[config.mk]
export PLATFORM = sky130hd
export DESIGN_NAME = wildcard_filename_matcher_top_flat
export DESIGN_NICKNAME = d
export VERILOG_FILES = /design/src/sv/wfm_pkg.sv /design/src/sv/wfm_if.sv /design/src/sv/wildcard_filename_matcher_top.sv /design/src/sv/wfm_tmpl_ram.sv /design/src/sv/wfm_ctrl.sv /design/src/flat_wrapper.sv
export SDC_FILE = /design/constraint.sdc
export NUM_CORES = 1
export LEC_CHECK = 0
export BUFFER_PORTS_ARGS = -buffer_cell sky130_fd_sc_hd__buf_2
export CORE_ASPECT_RATIO = 0.5
export CORE_MARGIN = 3
export CORE_UTILIZATION = 51
export CTS_BUF_LIST = sky130_fd_sc_hd__clkbuf_8
export CTS_CLUSTER_SIZE = 28
export DETAILED_ROUTE_END_ITERATION = 10
export PLACE_DENSITY = 0.69
export SKIP_CTS_REPAIR_TIMING = 1
export SLEW_MARGIN = 5
export SYNTH_ARGS = -nofsm -noshare
export SYNTH_HDL_FRONTEND = slang
export SYNTH_SLANG_ARGS = --single-unit
[constraint.sdc]
create_clock -name i_clk -period 7.2 [get_ports i_clk]
set_input_delay 1.08 -clock i_clk [delete_from_list [all_inputs] [get_ports i_clk]]
set_output_delay 1.08 -clock i_clk [all_outputs]
set_load 0.01 [all_outputs]
[src/sv/wfm_pkg.sv]
// types, constants and helpers shared by the wildcard matcher files
`default_nettype none

package wfm_pkg;

    localparam int LP_MAX_TEMPLATE = 64;
    localparam int LP_IDX_W        = $clog2(LP_MAX_TEMPLATE);
    localparam int LP_LEN_W        = $clog2(LP_MAX_TEMPLATE + 1);

    localparam logic [7:0] CH_STAR   = 8'h2A;
    localparam logic [7:0] CH_PERIOD = 8'h2E;
    localparam logic [7:0] CH_QUEST  = 8'h3F;
    localparam logic [7:0] CH_LOW_A  = 8'h61;
    localparam logic [7:0] CH_LOW_Z  = 8'h7A;
    localparam logic [7:0] CH_CASE   = 8'h20;

    localparam logic OP_LOAD = 1'b0;
    localparam logic OP_NAME = 1'b1;

    localparam logic KIND_STATUS = 1'b0;
    localparam logic KIND_NAME   = 1'b1;

    localparam logic [1:0] ST_OK        = 2'd0;
    localparam logic [1:0] ST_NO_PERIOD = 2'd1;
    localparam logic [1:0] ST_TOO_LONG  = 2'd2;

    typedef enum logic [1:0] {
        S_IDLE,
        S_EXEC,
        S_CHECK,
        S_EMIT
    } t_state;

    typedef struct packed {
        logic       kind;
        logic       matched;
        logic [1:0] status;
    } t_result;

    typedef struct packed {
        logic                we;
        logic [LP_IDX_W-1:0] waddr;
        logic [7:0]          wdata;
        logic [LP_IDX_W-1:0] raddr;
    } t_ram_req;

    function automatic logic [7:0] upcase(input logic [7:0] c);
        logic [7:0] res;
        res = c;
        if (c >= CH_LOW_A && c <= CH_LOW_Z) begin
            res = c - CH_CASE;
        end
        return res;
    endfunction

endpackage

`default_nettype wire

[src/sv/wfm_if.sv]
// valid/ready channels for template and name bytes in, result words out
`default_nettype none

interface wfm_in_if;
    logic       valid;
    logic       ready;
    logic       op;
    logic [7:0] symbol;
    logic       last;

    modport source (output valid, output op, output symbol, output last, input ready);
    modport sink   (input valid, input op, input symbol, input last, output ready);
endinterface

interface wfm_out_if;
    logic       valid;
    logic       ready;
    logic       verdict_kind;
    logic       matched;
    logic [1:0] template_status;

    modport source (output valid, output verdict_kind, output matched,
                    output template_status, input ready);
    modport sink   (input valid, input verdict_kind, input matched,
                    input template_status, output ready);
endinterface

`default_nettype wire

[src/sv/wildcard_filename_matcher_top.sv]
// top level of the wildcard file-name matcher
// a byte is taken in idle and handled in exec; a last byte's result goes to the output register
// for a name's last byte the check state may first scan trailing star-period pairs
// a new byte is taken only in idle, once the last is done; a stalled result waits in emit
// reset: synchronous active low, clears control state; template ram is not cleared
// after reset the template is empty and every name matches
`default_nettype none

module wildcard_filename_matcher_top (
    input  wire logic i_clk,
    input  wire logic i_rst_n,
    wfm_in_if.sink    i_in,
    wfm_out_if.source o_out
);
    import wfm_pkg::*;

    // sequencer to ram, and sequencer to output register
    t_ram_req   w_ram_req;
    logic [7:0] w_ram_rdata;
    logic       w_in_ready;
    logic       w_res_valid;
    logic       w_res_ready;
    t_result    w_res;

    // output register holding one result word
    logic    r_out_valid;
    t_result r_out;

    wfm_ctrl u_ctrl (
        .i_clk       (i_clk),
        .i_rst_n     (i_rst_n),
        .i_in_valid  (i_in.valid),
        .o_in_ready  (w_in_ready),
        .i_op        (i_in.op),
        .i_symbol    (i_in.symbol),
        .i_last      (i_in.last),
        .o_res_valid (w_res_valid),
        .o_res       (w_res),
        .i_res_ready (w_res_ready),
        .o_ram_req   (w_ram_req),
        .i_ram_rdata (w_ram_rdata)
    );

    wfm_tmpl_ram u_ram (
        .i_clk   (i_clk),
        .i_req   (w_ram_req),
        .o_rdata (w_ram_rdata)
    );

    assign i_in.ready = w_in_ready;

    // a new word may enter when the register is empty or being drained
    assign w_res_ready = !r_out_valid || o_out.ready;

    always_ff @(posedge i_clk) begin
        if (!i_rst_n) begin
            r_out_valid <= 1'b0;
        end else if (w_res_valid && w_res_ready) begin
            r_out_valid <= 1'b1;
        end else if (o_out.ready) begin
            r_out_valid <= 1'b0;
        end
    end

    // payload needs no reset, qualified by r_out_valid
    always_ff @(posedge i_clk) begin
        if (w_res_valid && w_res_ready) begin
            r_out <= w_res;
        end
    end

    assign o_out.valid           = r_out_valid;
    assign o_out.verdict_kind    = r_out.kind;
    assign o_out.matched         = r_out.matched;
    assign o_out.template_status = r_out.status;

endmodule

`default_nettype wire

[src/sv/wfm_tmpl_ram.sv]
// template store: one write port, one registered read port
`default_nettype none

module wfm_tmpl_ram (
    input  wire logic              i_clk,
    input  wire wfm_pkg::t_ram_req i_req,
    output logic [7:0]             o_rdata
);
    import wfm_pkg::*;

    logic [7:0] r_mem [LP_MAX_TEMPLATE];

    always_ff @(posedge i_clk) begin
        if (i_req.we) begin
            r_mem[i_req.waddr] <= i_req.wdata;
        end
    end

    always_ff @(posedge i_clk) begin
        o_rdata <= r_mem[i_req.raddr];
    end

endmodule

`default_nettype wire

[src/sv/wfm_ctrl.sv]
// sequencer: template load, name byte matching and end-of-name pair scan
`default_nettype none

module wfm_ctrl (
    input  wire logic              i_clk,
    input  wire logic              i_rst_n,
    input  wire logic              i_in_valid,
    output logic                   o_in_ready,
    input  wire logic              i_op,
    input  wire logic [7:0]        i_symbol,
    input  wire logic              i_last,
    output logic                   o_res_valid,
    output wfm_pkg::t_result       o_res,
    input  wire logic              i_res_ready,
    output wfm_pkg::t_ram_req      o_ram_req,
    input  wire logic [7:0]        i_ram_rdata
);
    import wfm_pkg::*;

    localparam logic [LP_LEN_W-1:0] LP_LEN_MAX = LP_LEN_W'(LP_MAX_TEMPLATE);

    t_state              r_state, n_state;
    logic                r_op, n_op;
    logic [7:0]          r_sym, n_sym;
    logic                r_last, n_last;
    logic [LP_LEN_W-1:0] r_len, n_len;
    logic [1:0]          r_err, n_err;
    logic                r_star, n_star;
    logic                r_fresh, n_fresh;
    logic [LP_LEN_W-1:0] r_pos, n_pos;
    logic                r_skip, n_skip;
    logic                r_failed, n_failed;
    logic                r_accepted, n_accepted;
    t_result             r_pend, n_pend;

    logic [LP_LEN_W-1:0] w_len0;
    logic [1:0]          w_err0;
    logic                w_star0;
    logic [LP_LEN_W:0]   w_pos_p1;
    logic [LP_LEN_W:0]   w_len_x;
    logic                w_hit;
    logic                w_hit_name;
    t_result             w_res;

    assign w_len0   = r_fresh ? '0 : r_len;
    assign w_err0   = r_fresh ? ST_OK : r_err;
    assign w_star0  = r_fresh ? 1'b0 : r_star;
    assign w_pos_p1 = {1'b0, r_pos} + 1'b1;
    assign w_len_x  = {1'b0, r_len};

    always_ff @(posedge i_clk) begin
        if (!i_rst_n) begin
            r_state    <= S_IDLE;
            r_len      <= '0;
            r_err      <= ST_OK;
            r_star     <= 1'b0;
            r_fresh    <= 1'b1;
            r_pos      <= '0;
            r_skip     <= 1'b0;
            r_failed   <= 1'b0;
            r_accepted <= 1'b0;
        end else begin
            r_state    <= n_state;
            r_len      <= n_len;
            r_err      <= n_err;
            r_star     <= n_star;
            r_fresh    <= n_fresh;
            r_pos      <= n_pos;
            r_skip     <= n_skip;
            r_failed   <= n_failed;
            r_accepted <= n_accepted;
        end
    end

    always_ff @(posedge i_clk) begin
        r_op   <= n_op;
        r_sym  <= n_sym;
        r_last <= n_last;
        r_pend <= n_pend;
    end

    always_comb begin
        n_state    = r_state;
        n_op       = r_op;
        n_sym      = r_sym;
        n_last     = r_last;
        n_len      = r_len;
        n_err      = r_err;
        n_star     = r_star;
        n_fresh    = r_fresh;
        n_pos      = r_pos;
        n_skip     = r_skip;
        n_failed   = r_failed;
        n_accepted = r_accepted;
        n_pend     = r_pend;
        w_hit      = 1'b0;
        w_hit_name = 1'b0;
        w_res      = '0;
        o_in_ready  = 1'b0;
        o_res_valid = 1'b0;
        o_res       = r_pend;
        o_ram_req.we    = 1'b0;
        o_ram_req.waddr = w_len0[LP_IDX_W-1:0];
        o_ram_req.wdata = upcase(r_sym);

        unique case (r_state)
            S_IDLE: begin
                o_in_ready = 1'b1;
                if (i_in_valid) begin
                    n_op    = i_op;
                    n_sym   = i_symbol;
                    n_last  = i_last;
                    n_state = S_EXEC;
                end
            end
            S_EXEC: begin
                n_state = S_IDLE;
                if (r_op == OP_LOAD) begin
                    n_len   = w_len0;
                    n_err   = w_err0;
                    n_star  = w_star0;
                    n_fresh = 1'b0;
                    if (w_err0 == ST_OK) begin
                        if (w_star0 && r_sym != CH_PERIOD) begin
                            n_err = ST_NO_PERIOD;
                        end else begin
                            n_star = (r_sym == CH_STAR);
                            if (w_len0 >= LP_LEN_MAX) begin
                                n_err = ST_TOO_LONG;
                            end else begin
                                o_ram_req.we = 1'b1;
                                n_len = w_len0 + LP_LEN_W'(1);
                            end
                        end
                    end
                    if (r_last) begin
                        n_fresh = 1'b1;
                        w_hit   = 1'b1;
                        w_res   = '{kind: KIND_STATUS, matched: 1'b0, status: n_err};
                    end
                end else begin
                    // ram data is the template byte at r_pos
                    if (!(r_failed || r_accepted)) begin
                        if (r_skip) begin
                            if (r_sym == CH_PERIOD) begin
                                n_skip = 1'b0;
                            end
                        end else if (r_pos >= r_len) begin
                            n_failed = 1'b1;
                        end else if (i_ram_rdata == CH_STAR) begin
                            if (w_pos_p1 == w_len_x) begin
                                n_accepted = 1'b1;
                            end else begin
                                n_pos  = r_pos + LP_LEN_W'(2);
                                n_skip = (r_sym != CH_PERIOD);
                            end
                        end else if (i_ram_rdata != CH_QUEST
                                     && upcase(r_sym) != i_ram_rdata) begin
                            n_failed = 1'b1;
                        end else begin
                            n_pos = r_pos + LP_LEN_W'(1);
                        end
                    end
                    if (r_last) begin
                        w_res = '{kind: KIND_NAME, matched: 1'b0, status: r_err};
                        if (r_err != ST_OK) begin
                            w_hit = 1'b1;
                        end else if (r_len == '0) begin
                            w_hit = 1'b1;
                            w_res.matched = 1'b1;
                        end else if (n_failed) begin
                            w_hit = 1'b1;
                        end else if (n_accepted) begin
                            w_hit = 1'b1;
                            w_res.matched = 1'b1;
                        end else begin
                            n_state = S_CHECK;
                        end
                        w_hit_name = w_hit;
                    end
                end
            end
            S_CHECK: begin
                // remaining template must be star-period pairs or a final star
                w_res = '{kind: KIND_NAME, matched: 1'b0, status: r_err};
                if (r_pos >= r_len) begin
                    w_hit = 1'b1;
                    w_res.matched = 1'b1;
                end else if (i_ram_rdata != CH_STAR) begin
                    w_hit = 1'b1;
                end else if (w_pos_p1 == w_len_x) begin
                    w_hit = 1'b1;
                    w_res.matched = 1'b1;
                end else begin
                    n_pos = r_pos + LP_LEN_W'(2);
                end
                w_hit_name = w_hit;
            end
            S_EMIT: begin
                o_res_valid = 1'b1;
                o_res       = r_pend;
                if (i_res_ready) begin
                    n_state = S_IDLE;
                end
            end
            default: begin
                n_state = S_IDLE;
            end
        endcase

        if (w_hit) begin
            if (w_hit_name) begin
                n_pos      = '0;
                n_skip     = 1'b0;
                n_failed   = 1'b0;
                n_accepted = 1'b0;
            end
            if (i_res_ready) begin
                o_res_valid = 1'b1;
                o_res       = w_res;
                n_state     = S_IDLE;
            end else begin
                n_pend  = w_res;
                n_state = S_EMIT;
            end
        end

        // read address follows the next match position so data lines up with r_pos
        o_ram_req.raddr = n_pos[LP_IDX_W-1:0];
    end

endmodule

`default_nettype wire

[src/flat_wrapper.sv]
// flat-port wrapper written by rule: the top's interface ports become plain ports
module wildcard_filename_matcher_top_flat import wfm_pkg::*;
  (i_clk, i_rst_n, i_in_valid, i_in_op, i_in_symbol, i_in_last, i_in_ready, o_out_valid, o_out_verdict_kind, o_out_matched, o_out_template_status, o_out_ready);
  wfm_in_if i_in_i ();
  wfm_out_if o_out_i ();
  input  wire logic i_clk;
  input  wire logic i_rst_n;
  input wire logic [$bits(i_in_i.valid)-1:0] i_in_valid;
  input wire logic [$bits(i_in_i.op)-1:0] i_in_op;
  input wire logic [$bits(i_in_i.symbol)-1:0] i_in_symbol;
  input wire logic [$bits(i_in_i.last)-1:0] i_in_last;
  output wire logic [$bits(i_in_i.ready)-1:0] i_in_ready;
  output wire logic [$bits(o_out_i.valid)-1:0] o_out_valid;
  output wire logic [$bits(o_out_i.verdict_kind)-1:0] o_out_verdict_kind;
  output wire logic [$bits(o_out_i.matched)-1:0] o_out_matched;
  output wire logic [$bits(o_out_i.template_status)-1:0] o_out_template_status;
  input wire logic [$bits(o_out_i.ready)-1:0] o_out_ready;
  assign i_in_i.valid = i_in_valid;
  assign i_in_i.op = i_in_op;
  assign i_in_i.symbol = i_in_symbol;
  assign i_in_i.last = i_in_last;
  assign i_in_ready = i_in_i.ready;
  assign o_out_valid = o_out_i.valid;
  assign o_out_verdict_kind = o_out_i.verdict_kind;
  assign o_out_matched = o_out_i.matched;
  assign o_out_template_status = o_out_i.template_status;
  assign o_out_i.ready = o_out_ready;
  wildcard_filename_matcher_top u_core (.i_clk(i_clk), .i_rst_n(i_rst_n), .i_in(i_in_i), .o_out(o_out_i));
endmodule
======== After elaboration in Yosys (flattened, before gate mapping) ========
Memories as Yosys holds them, arrays and structs flattened. A register that Yosys moved wholly into a read port is not among the register bits.
Cells that the tools add are included.
cells by class
  add/subtract/negate cells ............... 5
  magnitude comparators ................... 4
  eq/ne operators ......................... 13
  multiplexer cells ....................... 110
  bitwise gates (word level) .............. 2
  reductions and logical operators ........ 17
operators with widths
  cell                                                            number
  2-to-1 mux 7 bit                                                15
  2-to-1 mux 1 bit                                                64
  2-to-1 mux 8 bit                                                7
  2-to-1 mux 2 bit                                                15
  equality test 8 x 6 -> 1 bit, second input constant             3
  != test 8 x 6 -> 1 bit, second input constant                   3
  2-to-1 mux 4 bit                                                4
  adder 7 x 1 -> 7 bit, second input constant                     2
  one-hot mux 7 bit (2 select lines)                              1
  adder 7 x 1 -> 8 bit, second input constant                     1
  equality test 8 x 7 -> 1 bit                                    1
  >= comparator 8 x 7 -> 1 bit, second input constant             1
  less-or-equal comparator 8 x 7 -> 1 bit, second input constant  1
  != test 8 bit                                                   1
  one-hot mux 4 bit (2 select lines)                              1
  subtractor 8 x 6 -> 8 bit, second input constant                1
  adder 7 x 2 -> 7 bit, second input constant                     1
  >= comparator 7 bit                                             1
  >= comparator 7 bit, second input constant                      1
  zero test 7 bit                                                 1
  one-hot mux 2 bit (3 select lines)                              1
  AND reduction 2 bit                                             3
  equality test 2 bit, second input constant                      2
  logical AND 1 bit                                               4
  11 further kinds                                                16
word-level totals
  register bits after elaboration ......... 42
  RAM bits ................................ 512
  input bits .............................. 14
  output and inout port bits .............. 6
  memories ................................ 1
memory list
  memory              depth  bits a word  read ports  clocked after Yosys merged registers in  write ports  RTL line            RTL
  u_core.u_ram.r_mem  64     8            1           1                                        1            wfm_tmpl_ram.sv:11  logic [7:0] r_mem [LP_MAX_TEMPLATE];

======== Depth between registers and ports, before layout ========
Gate-level depths: netlist (run 1).
  depth in word-level cells ............... 27
  gate-level depth with buffers ........... 20
  mapped depth without buffers ............ 15

======== Modules after synthesis ========
A second synthesis (run 1) with hierarchy kept.
second synthesis, totals
  cells, all modules ...................... 1,385
  area, all modules ....................... 23,631.4 sq um
modules (own cells, without submodules)
  module                         instances  cells an instance  area an instance (sq um)  sequential area each (sq um)
  wfm_tmpl_ram                   1          972                20,190.6                  15,534.9
  wfm_ctrl                       1          404                3,263.1                   880.8
  wildcard_filename_matcher_top  1          9                  177.7                     140.1

======== Least setup slack after synthesis (run 1) ========
OpenSTA, ideal clock, no wires.
  path kind ............................... flip-flop to flip-flop
  from .................................... reg u_core.u_ctrl.r_sym[2]
  to ...................................... mem u_core.u_ram.r_mem[0][6], data pin
  arrival ................................. 3.725 ns
  path slack .............................. 2.887 ns
  stages on the path, launching flop included .. 6
  path buffers ............................ 1
  period minus slack after synthesis ...... 4.313 ns
  cells stage by stage .................... edfxtp_1 -> buf_6 -> or4_4 -> a21oi_2 -> nor2_1 -> a31oi_1
RTL lines
  element                   RTL line            RTL
  start: declaration        wfm_ctrl.sv:24      logic [7:0] r_sym, n_sym;
  start signal: assignment  wfm_ctrl.sv:77      r_sym <= n_sym;
  end: declaration          wfm_tmpl_ram.sv:11

======== Final worst setup path (run 1) ========
  from .................................... reg u_core.u_ram.o_rdata[6] (read register of u_core.u_ram.r_mem)
  to ...................................... reg u_core.u_ram.o_rdata[4] (read register of u_core.u_ram.r_mem)
between the ends
  cells in the longest elaborated chain, start to end .. 17
ends and longest elaborated chain
  element                                                         RTL line                          RTL
  start: declaration                                              wfm_tmpl_ram.sv:7                 output logic [7:0] o_rdata
  != test 8 x 6 -> 1 bit / != test 8 bit (equally long branches)  wfm_ctrl.sv:157, wfm_ctrl.sv:158
  logical AND 1 bit                                               wfm_ctrl.sv:158                   && upcase(r_sym) != i_ram_rdata) begin
  2-to-1 mux 1 bit                                                wfm_ctrl.sv:157                   end else if (i_ram_rdata != CH_QUEST
  2-to-1 mux 1 bit                                                wfm_ctrl.sv:150                   end else if (i_ram_rdata == CH_STAR) begin
  2-to-1 mux 1 bit                                                wfm_ctrl.sv:148                   end else if (r_pos >= r_len) begin
  2-to-1 mux 1 bit                                                wfm_ctrl.sv:144                   if (r_skip) begin
  2-to-1 mux 1 bit                                                wfm_ctrl.sv:143                   if (!(r_failed || r_accepted)) begin
  2-to-1 mux 1 bit                                                wfm_ctrl.sv:118                   if (r_op == OP_LOAD) begin
  2-to-1 mux 1 bit                                                wfm_ctrl.sv:106                   unique case (r_state)
  2-to-1 mux 1 bit                                                wfm_ctrl.sv:171                   end else if (n_failed) begin
  2-to-1 mux 1 bit                                                wfm_ctrl.sv:168                   end else if (r_len == '0) begin
  2-to-1 mux 1 bit                                                wfm_ctrl.sv:166                   if (r_err != ST_OK) begin
  2-to-1 mux 1 bit                                                wfm_ctrl.sv:164                   if (r_last) begin
  2-to-1 mux 1 bit                                                wfm_ctrl.sv:118
  one-hot mux 1 bit (2 select lines)                              wfm_ctrl.sv:106
  2-to-1 mux 7 bit                                                wfm_ctrl.sv:212                   if (w_hit_name) begin
  2-to-1 mux 7 bit *                                              wfm_ctrl.sv:211                   if (w_hit) begin
Mark *: on every way between the ends. The rest lies on a longest branch, timed or not. The select of a mux whose other input is x is not followed.
A chain may end at the register's enable or synchronous reset.

==> metrics.txt, run 1 <==
most numerous cell in the Yosys netlist=edfxtp_1; Slew HR=28.9%; final worst slack=1430 ps; Peak VDD IR=0.117 mV; Final Critical Period=5770 ps; top_reg_cell synth=edfxtp_1; Reg2Reg Depth=12; f_max=173 MHz; Synth Register Bits=562; Layout fillers=3688; total core area=45700 µm²; Starting Density=52.2%; area share of the leading cell type in the synthesized netlist=66.7%; Tightest Hold Check Type=register to register; first-pass GRT wire length=93000 µm; delay-heaviest family, CP=compound AO/OA/AOI/OAI gates; CP Launch Type=register; final period utilization=80.2%; initial antenna violation count=1; die area=49600 µm²; grt ovf=0; cell mode on critical path=a31oi_1; setup violators final=0; crit path kind=register to register; Worst-Margin Slew=1070 ps; async set-or-reset flop fraction in the synthesized netlist=0%; worst-path maximum fanout=30; DP Wirelength=38100 µm; Die Wd=312 µm; crit end category=register; H-Tree Depth=3; Syn Inst Count=1837; DR iter-0 viols=2151; Leakage=8.98 nW; DIE HEIGHT=159 µm; Clock Skews=34.4 ps; EDFF count, synth=530; Antenna Nets Post-Route=0; WP buf/inv=1; via count=15497; synthesized cell area=23900 µm²; Place WS=1660 ps; Yosys top cell by area=edfxtp_1; total of max-cap violations=0; I/O Buffers=19; drt pass-1 iters=6; DRC=0; GRT Util Overall=24.8%; Final Total Pwr=6.82 mW; Cell Chain, Critical Path=nor4bb_1 -> and3_1 -> o211ai_1 -> a31oi_1 -> o21ai_0 -> a311o_1 -> o21ai_4 -> buf_4 -> a32oi_1 -> a31oi_1 -> a221oi_2 -> o21a_1; Clock transition at path regs=70 ps; Max Buffers Root-to-Sink=3; Rows=55; pin count of the biggest net entering global routing=74; commonest cells in the netlist=edfxtp_1, nand2_1, nand3_1; cell count along the critical path=12; setup TNS=0 ps; Syn Area/Cell=13.0 µm²; total CTS buffers=80; CTS tree=done; Synth warnings=0; status=complete, no violations; vias in the first global route=14515; GP Congestion=0.909; Power Density=263 nW/µm²; max-slew violations=0; Worst-Skew Late Latency=640 ps; Final Util=56.8%; synth top area cells=edfxtp_1, nand2_1, mux2i_1; Area Growth Syn to Fin=8.72%; hold slack=495 ps; crit-path max cell delay=790 ps; clk sinks=562; post-synth net total=1866; slowest cell on the critical path=a31oi_1; root buf cell=clkbuf_8; post-synth cell types=86; layout cells sized above 1=10.7%; final hold vios=0; I/O pin count=20; area of the multi-input gates=6670 µm²; RSZ-0062 raised after global routing=no; Final nets=1885; final WL=62000 µm; post-synthesis sequential area ratio=69.4%; CP Data Arrival Time=6300 ps; wire per inst=24.4 µm; Via density=6.09; Hold Path Depth=2; register area=16600 µm²; Required @ worst endpoint=7730 ps
==> cells in the final DEF (no fill, tap or decap), types with 8 or more instances in the layout <==
master      n
nand2b_1    9
nor2_1    103
nor2b_1     9
inv_1      47
and2_1     13
a31o_2      8
o21ai_1    17
edfxtp_1  530
buf_4      32
a32oi_1    27
nand4_1    30
clkinv_1   17
mux2_2     21
a311o_1     8
dfxtp_1    32
o21a_1      8
mux2i_1    71
nor3_1     13
a21oi_1    27
and3_1     29
buf_2      19
a221o_1    15
clkbuf_8   90
nand2_1   364
ha_1       15
nand3_1   130
a31oi_1    55
o21ai_0    36
==> logic make-up (layout without fill, tap and decap cells) <==
family,Yosys count,after routing,synth area share (%)
AO/OA/AOI/OAI,278,278,8.56
XOR/XNOR,15,15,0.582
adder cells (fa/ha/maj),15,15,0.786
buffers and inverters,139,217,2.89
flip-flops,562,562,69.4
multiplexers,92,92,3.97
other,0,1,0
AND/OR/NAND/NOR,736,736,13.9
==> routing by layer <==
| metal | wire [µm] | GRT usage (%) | vias to the layer above |
|---|---|---|---|
| met4 | 1750 | 7.30 | 0 |
| met5 | 0 | 0 | - |
| li1 | - | - | 6951 |
| met3 | 7360 | 7.11 | 132 |
| met2 | 26800 | 36.0 | 871 |
| met1 | 26000 | 36.4 | 7543 |
==> path summary, 6_finish.rpt <==
path | to | from | slack, ps
min | u_core.u_ctrl.r_star | u_core.u_ctrl.r_star | 490
min reg2reg | u_core.u_ctrl.r_star | u_core.u_ctrl.r_star | 490
max reg2reg | u_core.u_ram.o_rdata[4] | u_core.u_ram.o_rdata[6] | 1430
max | u_core.u_ram.o_rdata[4] | u_core.u_ram.o_rdata[6] | 1430
==> where the power goes <==
| part | leakage, nW | switching, mW | internal, mW | total (mW) |
|---|---|---|---|---|
| logic | 3.10 | 0.519 | 0.157 | 0.676 |
| registers | 5.04 | 0.0572 | 3.75 | 3.81 |
| clock network | 0.847 | 1.19 | 1.14 | 2.33 |
| total | 8.98 | 1.77 | 5.05 | 6.82 |
==> final cells by class <==
cell class	instances	share of cell area, %
Multi-Input combinational cell	1136	25.7
Clock inverter	51	0.805
Timing Repair Buffer	55	1.60
Clock buffer	90	4.77
Antenna cell	1	0.00964
Tap cell	627	3.02
Inverter	21	0.304
Sequential cell	562	63.8
==> tightest hold or removal path, cell delays in order, from the launching register on <==
cell and delay [ps]:
dfxtp_1 310, o21ai_0 60, a21boi_0 80
==> registers in the layout, indices dropped and copies added, names as in the netlist, 2 cells and up <==
signal / count
u_core.u_ram.r_mem: 512
u_core.u_ctrl.r_pend: 4
u_core.u_ctrl.r_err: 2
u_core.u_ctrl.r_len: 7
u_core.u_ram.o_rdata: 8
u_core.u_ctrl.r_state: 2
u_core.o_out.template_status: 2
u_core.u_ctrl.r_sym: 8
u_core.u_ctrl.r_pos: 7
==> per-stage QoR <==
step | instances | area, µm²
after floorplan | 1837 | 23900
after global placement | 2401 | 24500
after detailed placement | 2401 | 24500
after CTS | 2542 | 25900
after global routing | 2543 | 26000
final | 2543 | 26000
Power figures use the tool's default switching activity.
==> run 2: changes to the inputs <==
--- a/config.mk
+++ b/config.mk
@@ -5,6 +5,7 @@
 export SDC_FILE = /design/constraint.sdc
 export NUM_CORES = 1
 export LEC_CHECK = 0
+export ABC_AREA = 1
 export BUFFER_PORTS_ARGS = -buffer_cell sky130_fd_sc_hd__buf_2
 export CORE_ASPECT_RATIO = 0.5
 export CORE_MARGIN = 3
@@ -12,7 +13,7 @@
 export CTS_BUF_LIST = sky130_fd_sc_hd__clkbuf_8
 export CTS_CLUSTER_SIZE = 28
 export DETAILED_ROUTE_END_ITERATION = 10
-export PLACE_DENSITY = 0.69
+export PLACE_DENSITY = 0.72
 export SKIP_CTS_REPAIR_TIMING = 1
 export SLEW_MARGIN = 5
 export SYNTH_ARGS = -nofsm -noshare
==> constraint.sdc (replaced) <==
create_clock -name i_clk -period 4.8 [get_ports i_clk]
set_input_delay 0.72 -clock i_clk [delete_from_list [all_inputs] [get_ports i_clk]]
set_output_delay 0.72 -clock i_clk [all_outputs]
set_load 0.01 [all_outputs]
==> run 2 against run 1 <==
Die area grew 7.8%. Via count grew 23%. Largest power group unchanged. Hold slack lost 260 ps. Total power grew 120%. Combinational power grew to 8.0 times the previous value. Critical endpoint is now u_core.u_ram.o_rdata[7]. Core utilization grew 0.29 points.
==> metrics.txt, run 2 <==
status=complete, no violations; async set-or-reset flop fraction in the synthesized netlist=0% (unchanged); GP Congestion=0.939 (+3.3%); Top reg by flops=u_core.u_ram.r_mem; max reg flops=512 (unchanged); max-slew violations=0 (unchanged); final worst slack=213 ps (-1210 ps); layout cells sized above 1=7.77% (-2.9 points); Syn Area/Cell=10.2 µm² (-22%); CP Launch Type=register; Required @ worst endpoint=5390 ps (-2340 ps); crit path kind=register to register; Layout fillers=4133 (+12%); top_reg_cell synth=edfxtp_1; total of max-cap violations=0 (unchanged); most common cell after layout, fill and taps aside=nand2_1; EDFF count, synth=530 (unchanged); Final Critical Period=4590 ps (-1190 ps); final WL=70500 µm (+14%); Clock transition at path regs=70 ps (about the same); Power Density=535 nW/µm² (+100%); crit end category=register; total CTS buffers=81 (+1.3%); Final nets=2585 (+37%); post-synth net total=2566 (+38%); Rows=57 (+3.6%); biggest regs=u_core.u_ram.r_mem x512, u_core.u_ctrl.r_sym x8, u_core.u_ram.o_rdata x8; met2 Use GR=39.1% (+3.1 points); initial antenna violation count=0 (-1); setup TNS=0 ps (unchanged); total core area=49200 µm² (+7.7%); Place WS=435 ps (-1230 ps); f_max=218 MHz (+26%); commonest cells in the netlist=nand2_1, nand3_1, edfxtp_1; Synth warnings=0 (unchanged); Worst-Skew Late Latency=660 ps (+20 ps); Starting Density=52.4% (+0.16 points); clk sinks=562 (unchanged); worst-path maximum fanout=64 (+110%); final hold vios=0 (unchanged); DP Wirelength=42400 µm (+11%); area share of the leading cell type in the synthesized netlist=61.7% (-5.0 points); pin count of the biggest net entering global routing=121 (+64%); post-route insts no fill=3264 (+28%); M1 GR Usage=38.1% (+1.7 points); DR iter-0 viols=2545 (+18%); synth top area cells=edfxtp_1, nand3_1, nand2_1; Max Buffers Root-to-Sink=3 (unchanged); Tightest Hold Check Type=primary input to register; post-synthesis sequential area ratio=64.2% (-5.1 points); drt pass-1 iters=7 (+1); Leakage=11.1 nW (+23%); Clock Skews=35.0 ps (+0.629 ps); grt ovf=0 (unchanged); DIE HEIGHT=165 µm (+3.8%); H-Tree Depth=3 (unchanged); CTS tree=done; final period utilization=95.6% (+15 points); first-pass GRT wire length=107000 µm (+15%); met3 Resource Use GR=7.69% (+0.58 points); GRT Util Overall=26.5% (+1.7 points); die area=53500 µm² (+7.8%); Worst-Margin Slew=1080 ps (+9.97 ps); RSZ-0062 raised after global routing=no; synthesized cell area=25800 µm² (+8.0%); Die Wd=324 µm (+3.9%); Placed Cells=3119 (+30%); setup violators final=0 (unchanged); Syn Inst Count=2537 (+38%); root buf cell=clkbuf_8; DRC=0 (unchanged); Peak VDD IR=0.440 mV (+270%); I/O pin count=20 (unchanged); I/O Buffers=19 (unchanged); Slew HR=28.0% (-0.85 points); Antenna Nets Post-Route=0 (unchanged); most numerous cell in the Yosys netlist=nand2_1; CP Data Arrival Time=5170 ps (-1130 ps); wire per inst=21.6 µm (-11%); hold slack=239 ps (-256 ps); most frequent cells in the layout=nand2_1, nand3_1, edfxtp_1; vias in the first global route=17998 (+24%); via count=19063 (+23%); Via density=5.84 (-4.2%); most crowded layer after global routing=met2; Yosys top cell by area=edfxtp_1; Synth Register Bits=562 (unchanged); post-synth cell types=47 (-45%); Area Growth Syn to Fin=8.94%
==> run 2: cell count changes after synthesis, moves of 35 or more <==
cell      change
nand3_1     +447
inv_1       +253
nand2_1     +243
nand3b_1     +96
mux2i_1      -71
buf_2        +67
a31oi_1      -54
clkbuf_1     -35
==> run 2: cells by family (layout without fill, tap and decap cells) <==
family                   after synthesis  after routing  synth area share (%)
AO/OA/AOI/OAI                         72             72                  1.71
adder cells (fa/ha/maj)               15             15                 0.728
XOR/XNOR                              12             12                 0.408
buffers and inverters                423            499                  6.92
other                                  0              1                     0
flip-flops                           562            562                  64.2
AND/OR/NAND/NOR                     1453           1454                  26.0
==> run 2: cell type report <==
| type | instances | area (µm²) | share of cell area [%] |
|---|---|---|---|
| multi-input cells | 1553 | 7510 | 26.7 |
| repair buffers | 76 | 686 | 2.44 |
| clock buffers | 82 | 1130 | 4.02 |
| inverters | 282 | 1060 | 3.78 |
| diodes | 1 | 2.50 | 0.00891 |
| clock inverters | 59 | 339 | 1.21 |
| well taps | 649 | 812 | 2.89 |
| flip-flops and latches | 562 | 16600 | 58.9 |
==> run 2: where the power goes <==
part | switching, mW | internal [mW] | total, mW
Combinational | 4.00 | 1.42 | 5.43
Clock | 1.84 | 1.76 | 3.60
Sequential | 0.206 | 5.79 | 5.99
Total | 6.05 | 8.97 | 15.0
==> run 2: critical path, cell delays in order, from the launching register on <==
cell	delay (ps)
dfxtp_1	600
inv_1	150
nor3_1	160
nand3_1	150
nor4_4	380
inv_2	150
nor2_4	200
nand2_1	150
a21oi_1	130
o21ai_0	90
nand2_1	60
inv_1	40
nand2_1	360
nand2_1	180
nor2_4	370
buf_12	350
nand3_1	120
nand3_1	120
nand3_1	190
nand3_1	180
nand3_1	230
nand2_1	130
==> run 2: path summary, 6_finish.rpt <==
kind / to / from / slack (ps) / depth (start not counted)
worst max-delay path: u_core.u_ram.o_rdata[7] / u_core.u_ram.o_rdata[5] / 210 / 21
worst min-delay path: u_core.u_ctrl.r_op / i_in_op / 240 / 1
worst max register to register: u_core.u_ram.o_rdata[7] / u_core.u_ram.o_rdata[5] / 210 / 21
worst min register to register: u_core.u_ctrl.r_err[0] / u_core.u_ctrl.r_err[0] / 500 / 2
==> run 2: through the flow <==
| step | cell area [µm²] | total power, mW | util [%] |
|---|---|---|---|
| 4_1_cts | 28100 | 14.8 | 57.0 |
| 5_1_grt | 28100 | 15.7 | 57.1 |
| 2_1_floorplan | 25800 | 9.27 | - |
| 3_3_place_gp | 26600 | 11.2 | 54.0 |
| 3_5_place_dp | 26600 | 11.3 | 54.0 |
| 6_report | 28100 | 15.0 | 57.1 |
==> run 2: metal layers <==
layer | wire [µm] | vias up
li1 | - | 8697
met1 | 29500 | 9101
met2 | 30200 | 1111
met3 | 8940 | 154
met4 | 1810 | 0
met5 | 0 | -
